File: src/sv/dehw_pkg.sv
// Package: phase codes, level kinds, event and error codes, tag constants and VR helpers.
`timescale 1ns / 1ps

package dehw_pkg;

    localparam logic [3:0] PH_PREAMBLE    = 4'd0;
    localparam logic [3:0] PH_MAGIC       = 4'd1;
    localparam logic [3:0] PH_META        = 4'd2;
    localparam logic [3:0] PH_SKIP        = 4'd3;
    localparam logic [3:0] PH_HEADER      = 4'd4;
    localparam logic [3:0] PH_OFFSET      = 4'd5;
    localparam logic [3:0] PH_OFFSET_SKIP = 4'd6;
    localparam logic [3:0] PH_STREAM      = 4'd7;
    localparam logic [3:0] PH_DONE        = 4'd8;
    localparam logic [3:0] PH_ERROR       = 4'd9;

    localparam logic [1:0] K_TOP  = 2'd0;
    localparam logic [1:0] K_SEQ  = 2'd1;
    localparam logic [1:0] K_ITEM = 2'd2;
    localparam logic [1:0] K_FRAG = 2'd3;

    localparam logic [2:0] EV_ELEMENT    = 3'd0;
    localparam logic [2:0] EV_ITEM_START = 3'd1;
    localparam logic [2:0] EV_ITEM_END   = 3'd2;
    localparam logic [2:0] EV_SEQ_END    = 3'd3;
    localparam logic [2:0] EV_STREAM     = 3'd4;
    localparam logic [2:0] EV_ERROR      = 3'd5;

    localparam logic [3:0] ERR_NONE      = 4'd0;
    localparam logic [3:0] ERR_MAGIC     = 4'd1;
    localparam logic [3:0] ERR_META      = 4'd2;
    localparam logic [3:0] ERR_VR        = 4'd3;
    localparam logic [3:0] ERR_PADDING   = 4'd4;
    localparam logic [3:0] ERR_ORDER     = 4'd5;
    localparam logic [3:0] ERR_DELIMITER = 4'd6;
    localparam logic [3:0] ERR_TAG       = 4'd7;
    localparam logic [3:0] ERR_UNDEFINED = 4'd8;
    localparam logic [3:0] ERR_DEPTH     = 4'd9;

    localparam logic [31:0] T_ITEM     = 32'hFFFE_E000;
    localparam logic [31:0] T_ITEM_END = 32'hFFFE_E00D;
    localparam logic [31:0] T_SEQ_END  = 32'hFFFE_E0DD;
    localparam logic [31:0] T_PIXEL    = 32'h7FE0_0010;
    localparam logic [31:0] T_META     = 32'h0002_0000;
    localparam logic [31:0] UNDEF_LEN  = 32'hFFFF_FFFF;

    localparam logic [15:0] VR_UL = 16'h554C;
    localparam logic [15:0] VR_SQ = 16'h5351;
    localparam logic [15:0] VR_OB = 16'h4F42;
    localparam logic [15:0] VR_OW = 16'h4F57;

    // Result transaction
    typedef struct packed {
        logic [2:0]  event_res;
        logic [15:0] group;
        logic [15:0] element;
        logic [15:0] vr_code;
        logic [31:0] value_length;
        logic [4:0]  nest_depth;
        logic [3:0]  error_code;
    } result_t;

    // VRs with a 16-bit length field
    function automatic logic vr_is16(input logic [15:0] vr);
        logic r;
        r = 1'b0;
        unique case (vr)
            16'h4145, 16'h4153, 16'h4154, 16'h4353, 16'h4441, 16'h4453, 16'h4454,
            16'h4644, 16'h464C, 16'h4953, 16'h4C4F, 16'h4C54, 16'h504E, 16'h5348,
            16'h534C, 16'h5353, 16'h5354, 16'h544D, 16'h5549, 16'h554C,
            16'h5553: r = 1'b1;
            default:  r = 1'b0;
        endcase
        return r;
    endfunction

    function automatic logic is_letter(input logic [7:0] c);
        return (c >= 8'h41) && (c <= 8'h5A);
    endfunction

    function automatic logic [7:0] magic_byte(input logic [1:0] i);
        logic [7:0] r;
        unique case (i)
            2'd0: r = 8'h44;
            2'd1: r = 8'h49;
            2'd2: r = 8'h43;
            default: r = 8'h4D;
        endcase
        return r;
    endfunction

endpackage

File: src/sv/dehw_in_stage.sv
// Input register stage: captures one byte per transaction, holds while stalled.
`timescale 1ns / 1ps

module dehw_in_stage
(
    input  logic       clk,
    input  logic       rst_n,
    input  logic       in_valid,
    output logic       in_stall,
    input  logic [7:0] in_byte,
    output logic       q_valid,
    output logic [7:0] q_byte,
    input  logic       q_take
);

    logic       valid_reg;
    logic [7:0] byte_reg;

    // Accept when empty or when the held byte leaves this cycle
    assign in_stall = valid_reg && !q_take;
    assign q_valid  = valid_reg;
    assign q_byte   = byte_reg;

    always_ff @(posedge clk or negedge rst_n)
    begin
        if (!rst_n)
        begin
            valid_reg <= 1'b0;
        end
        else if (!in_stall)
        begin
            valid_reg <= in_valid;
        end
    end

    always_ff @(posedge clk)
    begin
        if (in_valid && !in_stall)
        begin
            byte_reg <= in_byte;
        end
    end

endmodule

File: src/sv/dehw_core.sv
// Parser core: header walker state, level stack and per-byte result logic.
`timescale 1ns / 1ps

module dehw_core
    import dehw_pkg::*;
#(
    parameter int MAX_DEPTH      = 16,
    parameter int PREAMBLE_BYTES = 128
)
(
    input  logic       clk,
    input  logic       rst_n,
    input  logic       step,
    input  logic [7:0] b,
    output logic       res_valid,
    output result_t    res
);

    localparam int SPW = $clog2(MAX_DEPTH + 1);
    localparam int AW  = (MAX_DEPTH > 1) ? $clog2(MAX_DEPTH) : 1;

    logic [3:0]     phase_reg, phase_next;
    logic [7:0]     idx_reg, idx_next;
    logic [31:0]    tag_reg, tag_next;
    logic [15:0]    vr_reg, vr_next;
    logic [31:0]    len_reg, len_next;
    logic [31:0]    skip_reg, skip_next;
    logic [31:0]    top_last_reg, top_last_next;
    logic [SPW-1:0] sp_reg, sp_next;
    logic [1:0]     kind_reg [MAX_DEPTH];
    logic [31:0]    last_reg [MAX_DEPTH];

    logic           push_en, set_last;
    logic [1:0]     push_kind;
    logic [31:0]    last_val;

    logic [AW-1:0]  top_idx;
    logic [1:0]     ctx;
    logic [31:0]    lvl_last;

    assign top_idx  = AW'(sp_reg - SPW'(1));
    assign ctx      = (sp_reg == '0) ? K_TOP : kind_reg[top_idx];
    assign lvl_last = last_reg[top_idx];

    always_comb
    begin
        logic        expl, short_hdr, ex_gather, full;
        logic [31:0] t, ln;
        logic [15:0] v;
        logic [4:0]  d;
        logic        fail;
        logic [3:0]  code;
        logic        emit;
        logic [2:0]  ev;

        phase_next    = phase_reg;
        idx_next      = idx_reg;
        tag_next      = tag_reg;
        vr_next       = vr_reg;
        len_next      = len_reg;
        skip_next     = skip_reg;
        top_last_next = top_last_reg;
        sp_next       = sp_reg;
        push_en       = 1'b0;
        push_kind     = K_TOP;
        set_last      = 1'b0;
        last_val      = '0;
        fail          = 1'b0;
        code          = ERR_NONE;
        emit          = 1'b0;
        ev            = EV_ELEMENT;
        expl          = 1'b0;
        short_hdr     = 1'b0;
        ex_gather     = 1'b0;
        full          = (sp_reg >= SPW'(MAX_DEPTH));
        d             = 5'(sp_reg);

        // Gather the header byte
        if (phase_reg == PH_HEADER)
        begin
            expl      = (ctx == K_TOP) || (ctx == K_ITEM);
            short_hdr = !expl || (ctx == K_ITEM && idx_reg >= 8'd4 && tag_reg == T_ITEM_END);
            ex_gather = !short_hdr;
        end
        else if (phase_reg == PH_META)
        begin
            ex_gather = 1'b1;
        end
        if ((phase_reg == PH_HEADER || phase_reg == PH_OFFSET || phase_reg == PH_STREAM ||
             (phase_reg == PH_META && idx_reg < 8'd8)))
        begin
            if (idx_reg < 8'd4)
            begin
                if (idx_reg == 8'd0)
                begin
                    tag_next = '0;
                    vr_next  = '0;
                end
                unique case (idx_reg[1:0])
                    2'd0: tag_next[23:16] = b;
                    2'd1: tag_next[31:24] = b;
                    2'd2: tag_next[7:0]   = b;
                    default: tag_next[15:8] = b;
                endcase
            end
            else if (!ex_gather)
            begin
                if (idx_reg < 8'd8)
                begin
                    if (idx_reg == 8'd4) len_next = '0;
                    len_next[idx_reg[1:0]*8 +: 8] = b;
                end
            end
            else if (idx_reg < 8'd6)
            begin
                if (idx_reg == 8'd4) vr_next = {b, 8'h00};
                else vr_next[7:0] = b;
            end
            else if (idx_reg < 8'd8)
            begin
                if (idx_reg == 8'd6) len_next = '0;
                len_next[(idx_reg[0] ? 8 : 0) +: 8] = b;
            end
            else if (idx_reg < 8'd12)
            begin
                if (idx_reg == 8'd8) len_next = '0;
                len_next[idx_reg[1:0]*8 +: 8] = b;
            end
        end
        t  = tag_next;
        v  = vr_next;
        ln = len_next;

        unique case (phase_reg)
            PH_PREAMBLE:
            begin
                idx_next = idx_reg + 8'd1;
                if (idx_next >= 8'(PREAMBLE_BYTES))
                begin
                    idx_next   = '0;
                    phase_next = PH_MAGIC;
                end
            end
            PH_MAGIC:
            begin
                if (b != magic_byte(idx_reg[1:0]))
                begin
                    fail = 1'b1;
                    code = ERR_MAGIC;
                end
                else
                begin
                    idx_next = idx_reg + 8'd1;
                    if (idx_next >= 8'd4)
                    begin
                        idx_next   = '0;
                        phase_next = PH_META;
                    end
                end
            end
            PH_META:
            begin
                idx_next = idx_reg + 8'd1;
                if (idx_reg == 8'd3 && t != T_META)
                begin
                    fail = 1'b1;
                    code = ERR_META;
                end
                else if (idx_reg == 8'd5 && v != VR_UL)
                begin
                    fail = 1'b1;
                    code = ERR_META;
                end
                else if (idx_reg == 8'd7)
                begin
                    if (ln != 32'd4)
                    begin
                        fail = 1'b1;
                        code = ERR_META;
                    end
                    else
                    begin
                        emit = 1'b1;
                        ev   = EV_ELEMENT;
                        d    = '0;
                    end
                end
                else if (idx_reg >= 8'd8)
                begin
                    if (idx_reg == 8'd8) skip_next = '0;
                    skip_next[idx_reg[1:0]*8 +: 8] = b;
                    if (idx_reg >= 8'd11)
                    begin
                        idx_next   = '0;
                        phase_next = (skip_next == '0) ? PH_HEADER : PH_SKIP;
                    end
                end
            end
            PH_SKIP, PH_OFFSET_SKIP:
            begin
                if (skip_reg != '0) skip_next = skip_reg - 32'd1;
                if (skip_next == '0)
                    phase_next = (phase_reg == PH_SKIP) ? PH_HEADER : PH_STREAM;
            end
            PH_HEADER:
            begin
                logic fin;
                fin = 1'b0;
                idx_next = idx_reg + 8'd1;
                if (idx_reg == 8'd3)
                begin
                    // Tag checks
                    if (ctx == K_TOP)
                    begin
                        if (t <= top_last_reg)
                        begin
                            fail = 1'b1;
                            code = ERR_ORDER;
                        end
                        else if (t > T_PIXEL)
                        begin
                            fail = 1'b1;
                            code = ERR_TAG;
                        end
                    end
                    else if (ctx == K_ITEM)
                    begin
                        if (t <= lvl_last)
                        begin
                            fail = 1'b1;
                            code = ERR_ORDER;
                        end
                        else if (t != T_ITEM_END && t[31:16] == 16'hFFFE)
                        begin
                            fail = 1'b1;
                            code = ERR_TAG;
                        end
                    end
                    else if (t != T_ITEM && t != T_SEQ_END)
                    begin
                        fail = 1'b1;
                        code = ERR_TAG;
                    end
                end
                else if (short_hdr)
                begin
                    if (idx_reg >= 8'd7) fin = 1'b1;
                end
                else if (idx_reg == 8'd5 && (!is_letter(v[15:8]) || !is_letter(v[7:0])))
                begin
                    fail = 1'b1;
                    code = ERR_VR;
                end
                else if (idx_reg == 8'd7 && vr_is16(v))
                begin
                    fin = 1'b1;
                end
                else if (idx_reg == 8'd7 && ln != '0)
                begin
                    fail = 1'b1;
                    code = ERR_PADDING;
                end
                else if (idx_reg >= 8'd11)
                begin
                    fin = 1'b1;
                end

                // Finish the header
                if (fin)
                begin
                    idx_next = '0;
                    if (ctx == K_TOP || ctx == K_ITEM)
                    begin
                        if (ctx == K_ITEM && t == T_ITEM_END)
                        begin
                            if (ln != '0)
                            begin
                                fail = 1'b1;
                                code = ERR_DELIMITER;
                            end
                            else
                            begin
                                sp_next = sp_reg - SPW'(1);
                                emit    = 1'b1;
                                ev      = EV_ITEM_END;
                                v       = '0;
                            end
                        end
                        else
                        begin
                            if (ctx == K_TOP) top_last_next = t;
                            else
                            begin
                                set_last = 1'b1;
                                last_val = t;
                            end
                            if (ctx == K_TOP && t == T_PIXEL)
                            begin
                                if (v != VR_OB && v != VR_OW)
                                begin
                                    fail = 1'b1;
                                    code = ERR_VR;
                                end
                                else if (ln != UNDEF_LEN)
                                begin
                                    fail = 1'b1;
                                    code = ERR_UNDEFINED;
                                end
                                else if (full)
                                begin
                                    fail = 1'b1;
                                    code = ERR_DEPTH;
                                end
                                else
                                begin
                                    push_en    = 1'b1;
                                    push_kind  = K_FRAG;
                                    phase_next = PH_OFFSET;
                                end
                            end
                            else if (ln == UNDEF_LEN)
                            begin
                                if (t == T_PIXEL)
                                begin
                                    if (v != VR_OB && v != VR_OW)
                                    begin
                                        fail = 1'b1;
                                        code = ERR_VR;
                                    end
                                    else if (full)
                                    begin
                                        fail = 1'b1;
                                        code = ERR_DEPTH;
                                    end
                                    else
                                    begin
                                        push_en   = 1'b1;
                                        push_kind = K_FRAG;
                                    end
                                end
                                else if (v != VR_SQ)
                                begin
                                    fail = 1'b1;
                                    code = ERR_UNDEFINED;
                                end
                                else if (full)
                                begin
                                    fail = 1'b1;
                                    code = ERR_DEPTH;
                                end
                                else
                                begin
                                    push_en   = 1'b1;
                                    push_kind = K_SEQ;
                                end
                            end
                            else if (ln != '0)
                            begin
                                skip_next  = ln;
                                phase_next = PH_SKIP;
                            end
                            if (!fail)
                            begin
                                emit = 1'b1;
                                ev   = EV_ELEMENT;
                            end
                        end
                    end
                    else if (t == T_SEQ_END)
                    begin
                        if (ln != '0)
                        begin
                            fail = 1'b1;
                            code = ERR_DELIMITER;
                        end
                        else
                        begin
                            sp_next = sp_reg - SPW'(1);
                            emit    = 1'b1;
                            ev      = EV_SEQ_END;
                            v       = '0;
                        end
                    end
                    else
                    begin
                        if (ln == UNDEF_LEN)
                        begin
                            if (ctx == K_FRAG)
                            begin
                                fail = 1'b1;
                                code = ERR_UNDEFINED;
                            end
                            else if (full)
                            begin
                                fail = 1'b1;
                                code = ERR_DEPTH;
                            end
                            else
                            begin
                                push_en   = 1'b1;
                                push_kind = K_ITEM;
                            end
                        end
                        else if (ln != '0)
                        begin
                            skip_next  = ln;
                            phase_next = PH_SKIP;
                        end
                        if (!fail)
                        begin
                            emit = 1'b1;
                            ev   = EV_ITEM_START;
                            v    = '0;
                        end
                    end
                end
            end
            PH_OFFSET, PH_STREAM:
            begin
                idx_next = idx_reg + 8'd1;
                if (idx_reg == 8'd3 && t != T_ITEM)
                begin
                    fail = 1'b1;
                    code = ERR_TAG;
                end
                else if (idx_reg >= 8'd7)
                begin
                    idx_next = '0;
                    v        = '0;
                    if (phase_reg == PH_STREAM)
                    begin
                        phase_next = PH_DONE;
                        emit       = 1'b1;
                        ev         = EV_STREAM;
                    end
                    else if (ln == UNDEF_LEN)
                    begin
                        fail = 1'b1;
                        code = ERR_UNDEFINED;
                    end
                    else
                    begin
                        if (ln == '0) phase_next = PH_STREAM;
                        else
                        begin
                            skip_next  = ln;
                            phase_next = PH_OFFSET_SKIP;
                        end
                        emit = 1'b1;
                        ev   = EV_ITEM_START;
                    end
                end
            end
            default:
            begin
            end
        endcase

        // Error overrides the phase, stack and result updates
        if (fail)
        begin
            phase_next = PH_ERROR;
            sp_next    = sp_reg;
            push_en    = 1'b0;
            set_last   = 1'b0;
            res_valid  = 1'b1;
            res        = '{EV_ERROR, 16'h0, 16'h0, 16'h0, 32'h0, 5'(sp_reg), code};
        end
        else
        begin
            if (push_en) sp_next = sp_reg + SPW'(1);
            res_valid = emit;
            res       = '{ev, t[31:16], t[15:0], v, ln, d, ERR_NONE};
        end
    end

    // State registers
    always_ff @(posedge clk or negedge rst_n)
    begin
        if (!rst_n)
        begin
            phase_reg    <= (PREAMBLE_BYTES > 0) ? PH_PREAMBLE : PH_MAGIC;
            idx_reg      <= '0;
            tag_reg      <= '0;
            vr_reg       <= '0;
            len_reg      <= '0;
            skip_reg     <= '0;
            top_last_reg <= '0;
            sp_reg       <= '0;
        end
        else if (step)
        begin
            phase_reg    <= phase_next;
            idx_reg      <= idx_next;
            tag_reg      <= tag_next;
            vr_reg       <= vr_next;
            len_reg      <= len_next;
            skip_reg     <= skip_next;
            top_last_reg <= top_last_next;
            sp_reg       <= sp_next;
        end
    end

    // Level stack: push writes the new top, a header tag updates the current top;
    // both can happen on the same byte
    always_ff @(posedge clk)
    begin
        if (step && push_en)
        begin
            kind_reg[AW'(sp_reg)] <= push_kind;
            last_reg[AW'(sp_reg)] <= '0;
        end
        if (step && set_last)
        begin
            last_reg[top_idx] <= last_val;
        end
    end

endmodule

File: src/sv/dehw_out_stage.sv
// Output register: holds one result transaction until the receiver takes it.
`timescale 1ns / 1ps

module dehw_out_stage
    import dehw_pkg::*;
(
    input  logic    clk,
    input  logic    rst_n,
    input  logic    load,
    input  logic    load_valid,
    input  result_t load_res,
    output logic    free,
    output logic    out_valid,
    input  logic    out_stall,
    output result_t out_res
);

    logic    valid_reg;
    result_t res_reg;

    assign free      = !valid_reg || !out_stall;
    assign out_valid = valid_reg;
    assign out_res   = res_reg;

    always_ff @(posedge clk or negedge rst_n)
    begin
        if (!rst_n)
        begin
            valid_reg <= 1'b0;
        end
        else if (free)
        begin
            valid_reg <= load && load_valid;
        end
    end

    always_ff @(posedge clk)
    begin
        if (free && load && load_valid)
        begin
            res_reg <= load_res;
        end
    end

endmodule

File: src/sv/dicom_element_header_walker_top.sv
// Top level of the DICOM explicit-VR little-endian element header walker.
`timescale 1ns / 1ps
//
// Input channel: in_valid / in_stall with data_byte, one file byte per transaction.
// Output channel: out_valid / out_stall with one header event per transaction
// (event_res, group, element, vr_code, value_length, nest_depth, error_code).
// A byte is registered at the input, processed combinationally by the walker core,
// and its result (if any) lands in the output register when the core steps, which it
// does only while the output register is empty or being emptied.
// Throughput is one byte per cycle while the receiver does not stall.
// Most bytes produce no result; only the last byte of a header, or an error, does.
// When the receiver stalls with a result waiting, the core holds the pending byte
// and in_stall rises once the input register is full; no transaction is lost.
// After an error the walker emits one error event and ignores later bytes;
// after the stream fragment header it ignores all further bytes.
// Reset (rst_n low, asynchronous) clears both valid flags and returns the walker
// to the preamble phase (if any) with an empty level stack; no clearing pass.
//
module dicom_element_header_walker_top
    import dehw_pkg::*;
#(
    parameter int MAX_DEPTH      = 16,
    parameter int PREAMBLE_BYTES = 128
)
(
    input  logic        clk,
    input  logic        rst_n,
    input  logic        in_valid,
    output logic        in_stall,
    input  logic [7:0]  data_byte,
    output logic        out_valid,
    input  logic        out_stall,
    output logic [2:0]  event_res,
    output logic [15:0] group,
    output logic [15:0] element,
    output logic [15:0] vr_code,
    output logic [31:0] value_length,
    output logic [4:0]  nest_depth,
    output logic [3:0]  error_code
);

    logic       q_valid, step, free, res_valid;
    logic [7:0] q_byte;
    result_t    res, out_res;

    assign step = q_valid && free;

    dehw_in_stage u_in
    (
        .clk      (clk),
        .rst_n    (rst_n),
        .in_valid (in_valid),
        .in_stall (in_stall),
        .in_byte  (data_byte),
        .q_valid  (q_valid),
        .q_byte   (q_byte),
        .q_take   (step)
    );

    dehw_core #(
        .MAX_DEPTH      (MAX_DEPTH),
        .PREAMBLE_BYTES (PREAMBLE_BYTES)
    ) u_core
    (
        .clk       (clk),
        .rst_n     (rst_n),
        .step      (step),
        .b         (q_byte),
        .res_valid (res_valid),
        .res       (res)
    );

    dehw_out_stage u_out
    (
        .clk        (clk),
        .rst_n      (rst_n),
        .load       (step),
        .load_valid (res_valid),
        .load_res   (res),
        .free       (free),
        .out_valid  (out_valid),
        .out_stall  (out_stall),
        .out_res    (out_res)
    );

    assign event_res    = out_res.event_res;
    assign group        = out_res.group;
    assign element      = out_res.element;
    assign vr_code      = out_res.vr_code;
    assign value_length = out_res.value_length;
    assign nest_depth   = out_res.nest_depth;
    assign error_code   = out_res.error_code;

`ifndef ASSERT_OFF
    // An error event always carries a nonzero code
    a_err_code: assert property (@(posedge clk) disable iff (!rst_n)
        out_valid && event_res == EV_ERROR |-> error_code != ERR_NONE)
        else $error("error event without code");

    // Non-error events carry no code
    a_ok_code: assert property (@(posedge clk) disable iff (!rst_n)
        out_valid && event_res != EV_ERROR |-> error_code == ERR_NONE)
        else $error("code on non-error event");

    // Core only steps when the output side can take its result
    a_step_free: assert property (@(posedge clk) disable iff (!rst_n)
        step |-> free)
        else $error("step without room");

    // Nesting depth never exceeds the stack size
    a_depth: assert property (@(posedge clk) disable iff (!rst_n)
        out_valid |-> nest_depth <= 5'(MAX_DEPTH))
        else $error("depth out of range");
`endif

endmodule
File: config.mk
export PLATFORM = sky130hd
export DESIGN_NAME = dicom_element_header_walker_top
export DESIGN_NICKNAME = d
export VERILOG_FILES = /design/src/sv/dehw_pkg.sv /design/src/sv/dehw_in_stage.sv /design/src/sv/dehw_core.sv /design/src/sv/dehw_out_stage.sv /design/src/sv/dicom_element_header_walker_top.sv
export SDC_FILE = /design/constraint.sdc
export NUM_CORES = 2
export LEC_CHECK = 0
export BUFFER_PORTS_ARGS = -buffer_cell sky130_fd_sc_hd__buf_4
export CORE_MARGIN = 3
export CORE_UTILIZATION = 65
export CTS_BUF_LIST = sky130_fd_sc_hd__clkbuf_8
export DETAILED_ROUTE_END_ITERATION = 10
export MAX_ROUTING_LAYER = met4
export PLACE_DENSITY = 0.82
export SLEW_MARGIN = 20
export SYNTH_ARGS = -nofsm -noshare
export SYNTH_HDL_FRONTEND = slang
export SYNTH_SLANG_ARGS = --single-unit
File: constraint.sdc
create_clock -name clk -period 26.8 [get_ports clk]
set_clock_uncertainty 0.2 [all_clocks]
set_input_delay 4.02 -clock clk [delete_from_list [all_inputs] [get_ports clk]]
set_output_delay 4.02 -clock clk [all_outputs]
set_load 0.005 [all_outputs]
==> run summary <==
Status: finished clean
Clk_lat worst skew: 0.84 ns
Final ANT Viol Nets: 0
Syn_nets: 3,943
# H-tree levels: 4
Crit-path max FO: 70
Site row count: 95
Leakage: 15.9 nW
Layout area overhead: 9.13%
Routed vias: 34,400
Yosys cell types: 108
RSZ-0062 raised after global routing: no
Hold depth: 2
Chip height: 267 um
Power per Cell Area: 58.7 nW/um2
Number of global-route vias before repair: 32,000
Post-Place Cells: 4,607
Sequential cell area: 23,400 um2
Tcrit/Tclk final: 36.6%
R2r worst-path depth: 20
Synth async-reset ratio: 20.2%
Slew @ Worst Pin: 1.24 ns
Number of flops mapped to enable cells by yosys: 644
Core area: 67,400 um2
Peak VDD IR: 0.0000574 V
Post-CTS Resized: 0
Layout cells sized above 1: 28.8%
Area leader, netlist: edfxtp_1
Final HPWL DP: 96.9 mm
Placer congestion estimate: 1.03
Startpoint types: register
Cell Area, Synth: 44,400 um2
Drt wl/cell: 29.7 um
Final Net Count: 3,967
Clock root buffer: clkbuf_8
Inserted Clock Buffers: 134
Sequential share of the synthesized area: 52.8%
DRT Pass-1 Iters: 8
Fin cells: 4,855
Slew Viols, Final: 0
Top FF cell, synth: edfxtp_1
# clock sinks: 807
Starting DRC count in detailed routing: 5,907
Die area: 71,500 um2
CP Capture Type: register
Endpoints failing setup: 0
Rel. slew slack: 17.2%
First-pass GRT wire length: 209 mm
CP Data Required Time: 27.04 ns
Fillers: 4,469
GRT Overall Usage: 41.4%
I/O pin cnt: 106
# hold bufs at CTS: 0
Antenna violations before repair: 4
Largest net degree at the start of global routing: 118
Setup TNS: 0 ns
DR vias/cell: 7.09
Max reg flops: 512
Die X: 267 um
Buffers inserted by post-CTS timing repair: 0
Clock transition at path regs: 0.06 ns
Gr ovfl total: 0
Max Clock Freq: 102 MHz
Synth area leaders: edfxtp_1 44%, dfrtp_1 9.2%, mux4_2 8.5%
Gate Count Post-Synth: 3,853
Detailed-route DRC error count: 0
I/O Buffers: 105
Area of the multi-input gates: 19,000 um2
Yosys top cell area share: 43.6%
Tmin final: 9.81 ns
Routed WL: 144 mm
Flops & latches, synth: 807
Maximum Capacitance Violations: 0
Yosys warning count: 0
Longest Clk Path Bufs: 3
Crit path kind: register to register
Initial core utilization: 65.9%
CTS tree: done
Hold Fails Final Rpt: 0
Hold Path Class: register to register
CP arrival: 10.05 ns
Mean area per synthesized cell: 11.5 um2
path summary, 6_finish.rpt:
path	from	slack [ns]	to
worst max-delay path	u_core.sp_reg[1]	16.99	u_out.out_res[39]
worst min register to register	u_core.vr_reg[10]	0.31	u_core.vr_reg[10]
min in group asynchronous	rst_n	2.95	u_core.len_reg[31]
max in group asynchronous	rst_n	22.15	u_core.sp_reg[0]
worst max register to register	u_core.sp_reg[1]	16.99	u_out.out_res[39]
worst min-delay path	u_core.vr_reg[10]	0.31	u_core.vr_reg[10]
cells in the final DEF, fill, tap and decap left out, drive strengths merged, types with 14 or more instances in the layout:
master,n
a22oi,41
clkbuf,143
a21o,23
o21ai,229
nand2b,22
a21oi,143
or4,32
a211oi,23
o211ai,19
nor4,41
buf,200
edfxtp,644
a32o,19
or2,19
nand2,287
and2,35
and3,16
o22ai,14
o31ai,38
ha,78
a32oi,25
o21a,17
mux4,168
mux2i,18
dfrtp,163
a221oi,24
clkinv,45
nor3,64
nand3,60
or3,26
nor2,788
a31oi,27
nor2b,27
nand4,80
inv,168
Yosys cell counts (23+ instances only):
| master | number |
|---|---|
| a21oi_1 | 141 |
| nand2_1 | 276 |
| buf_1 | 31 |
| nor2_1 | 325 |
| a31oi_1 | 26 |
| o21ai_0 | 223 |
| or3_1 | 25 |
| ha_1 | 78 |
| and2_1 | 33 |
| mux4_2 | 168 |
| inv_1 | 124 |
| nor2b_1 | 27 |
| a32oi_1 | 25 |
| a21o_1 | 23 |
| nor3_1 | 60 |
| nor4_1 | 39 |
| buf_2 | 63 |
| edfxtp_1 | 644 |
| nand4_1 | 80 |
| buf_6 | 67 |
| nor2_2 | 462 |
| nand3_1 | 60 |
| clkbuf_1 | 143 |
| a211oi_1 | 23 |
| o31ai_1 | 36 |
| dfrtp_1 | 163 |
| a22oi_1 | 38 |
cell families after synthesis:
kind of cell    after synthesis  share of synthesized area [%]
compound gates              763                           11.6
xor+xnor                     20                          0.395
fa+ha+maj                    78                           2.20
buf+inv                     438                           5.08
flops                       807                           52.8
mux                         193                           9.11
simple gates               1554                           18.9
area by class of cell:
class	instances	area share (%)
Clock buffer	143	4.06
Antenna cell	4	0.0207
Clock inverter	94	1.43
Tap cell	873	2.26
Multi-Input combinational cell	2608	39.2
Sequential cell	807	48.4
Timing Repair Buffer	200	3.67
Inverter	126	0.976
worst max-delay path, stage by stage, from the launching register on:
cell and delay (ns):
dfrtp_1 0.60, inv_1 0.26, ha_4 0.77, mux4_2 0.40, a2111oi_1 0.46, nor3_2 0.15
nand4b_2 0.11, buf_4 0.33, nand2_1 0.09, buf_4 0.27, o311ai_1 0.76, nand3_1 0.20
nor4_1 0.70, and2_1 0.42, o221ai_1 0.17, a2111o_1 0.42, nand3_4 0.39, buf_4 0.61
inv_1 0.37, a31oi_4 0.77, buf_4 0.83
metrics by stage:
stage	util (%)	area [um2]	hold slack, ns	total power [mW]	worst slack, ns
global route	71.9	48400	0.336	2.92	16.65
detailed placement	67.6	45600	0.287	1.75	16.94
finish	71.9	48400	0.306	2.85	16.99
global placement	67.4	45400	0.262	1.75	17.26
CTS	71.6	48200	0.300	2.83	16.92
floorplan	-	44400	0.244	1.63	15.03
power by group:
part	internal, mW	total, mW	leakage, nW	switching (mW)
Clock	0.565	1.10	1.48	0.536
Combinational	0.102	0.355	7.53	0.253
Sequential	1.36	1.39	6.90	0.0261
Total	2.03	2.85	15.9	0.815
metal layers:
metal / global-route usage (%) / wire length [um] / vias to the layer above
met5: - / 0 / -
met4: 27.5 / 11300 / 0
met3: 10.4 / 19700 / 564
met2: 57.7 / 62300 / 2947
met1: 54.1 / 50700 / 16500
li1: - / - / 14400
Power figures use the tool's default switching activity.
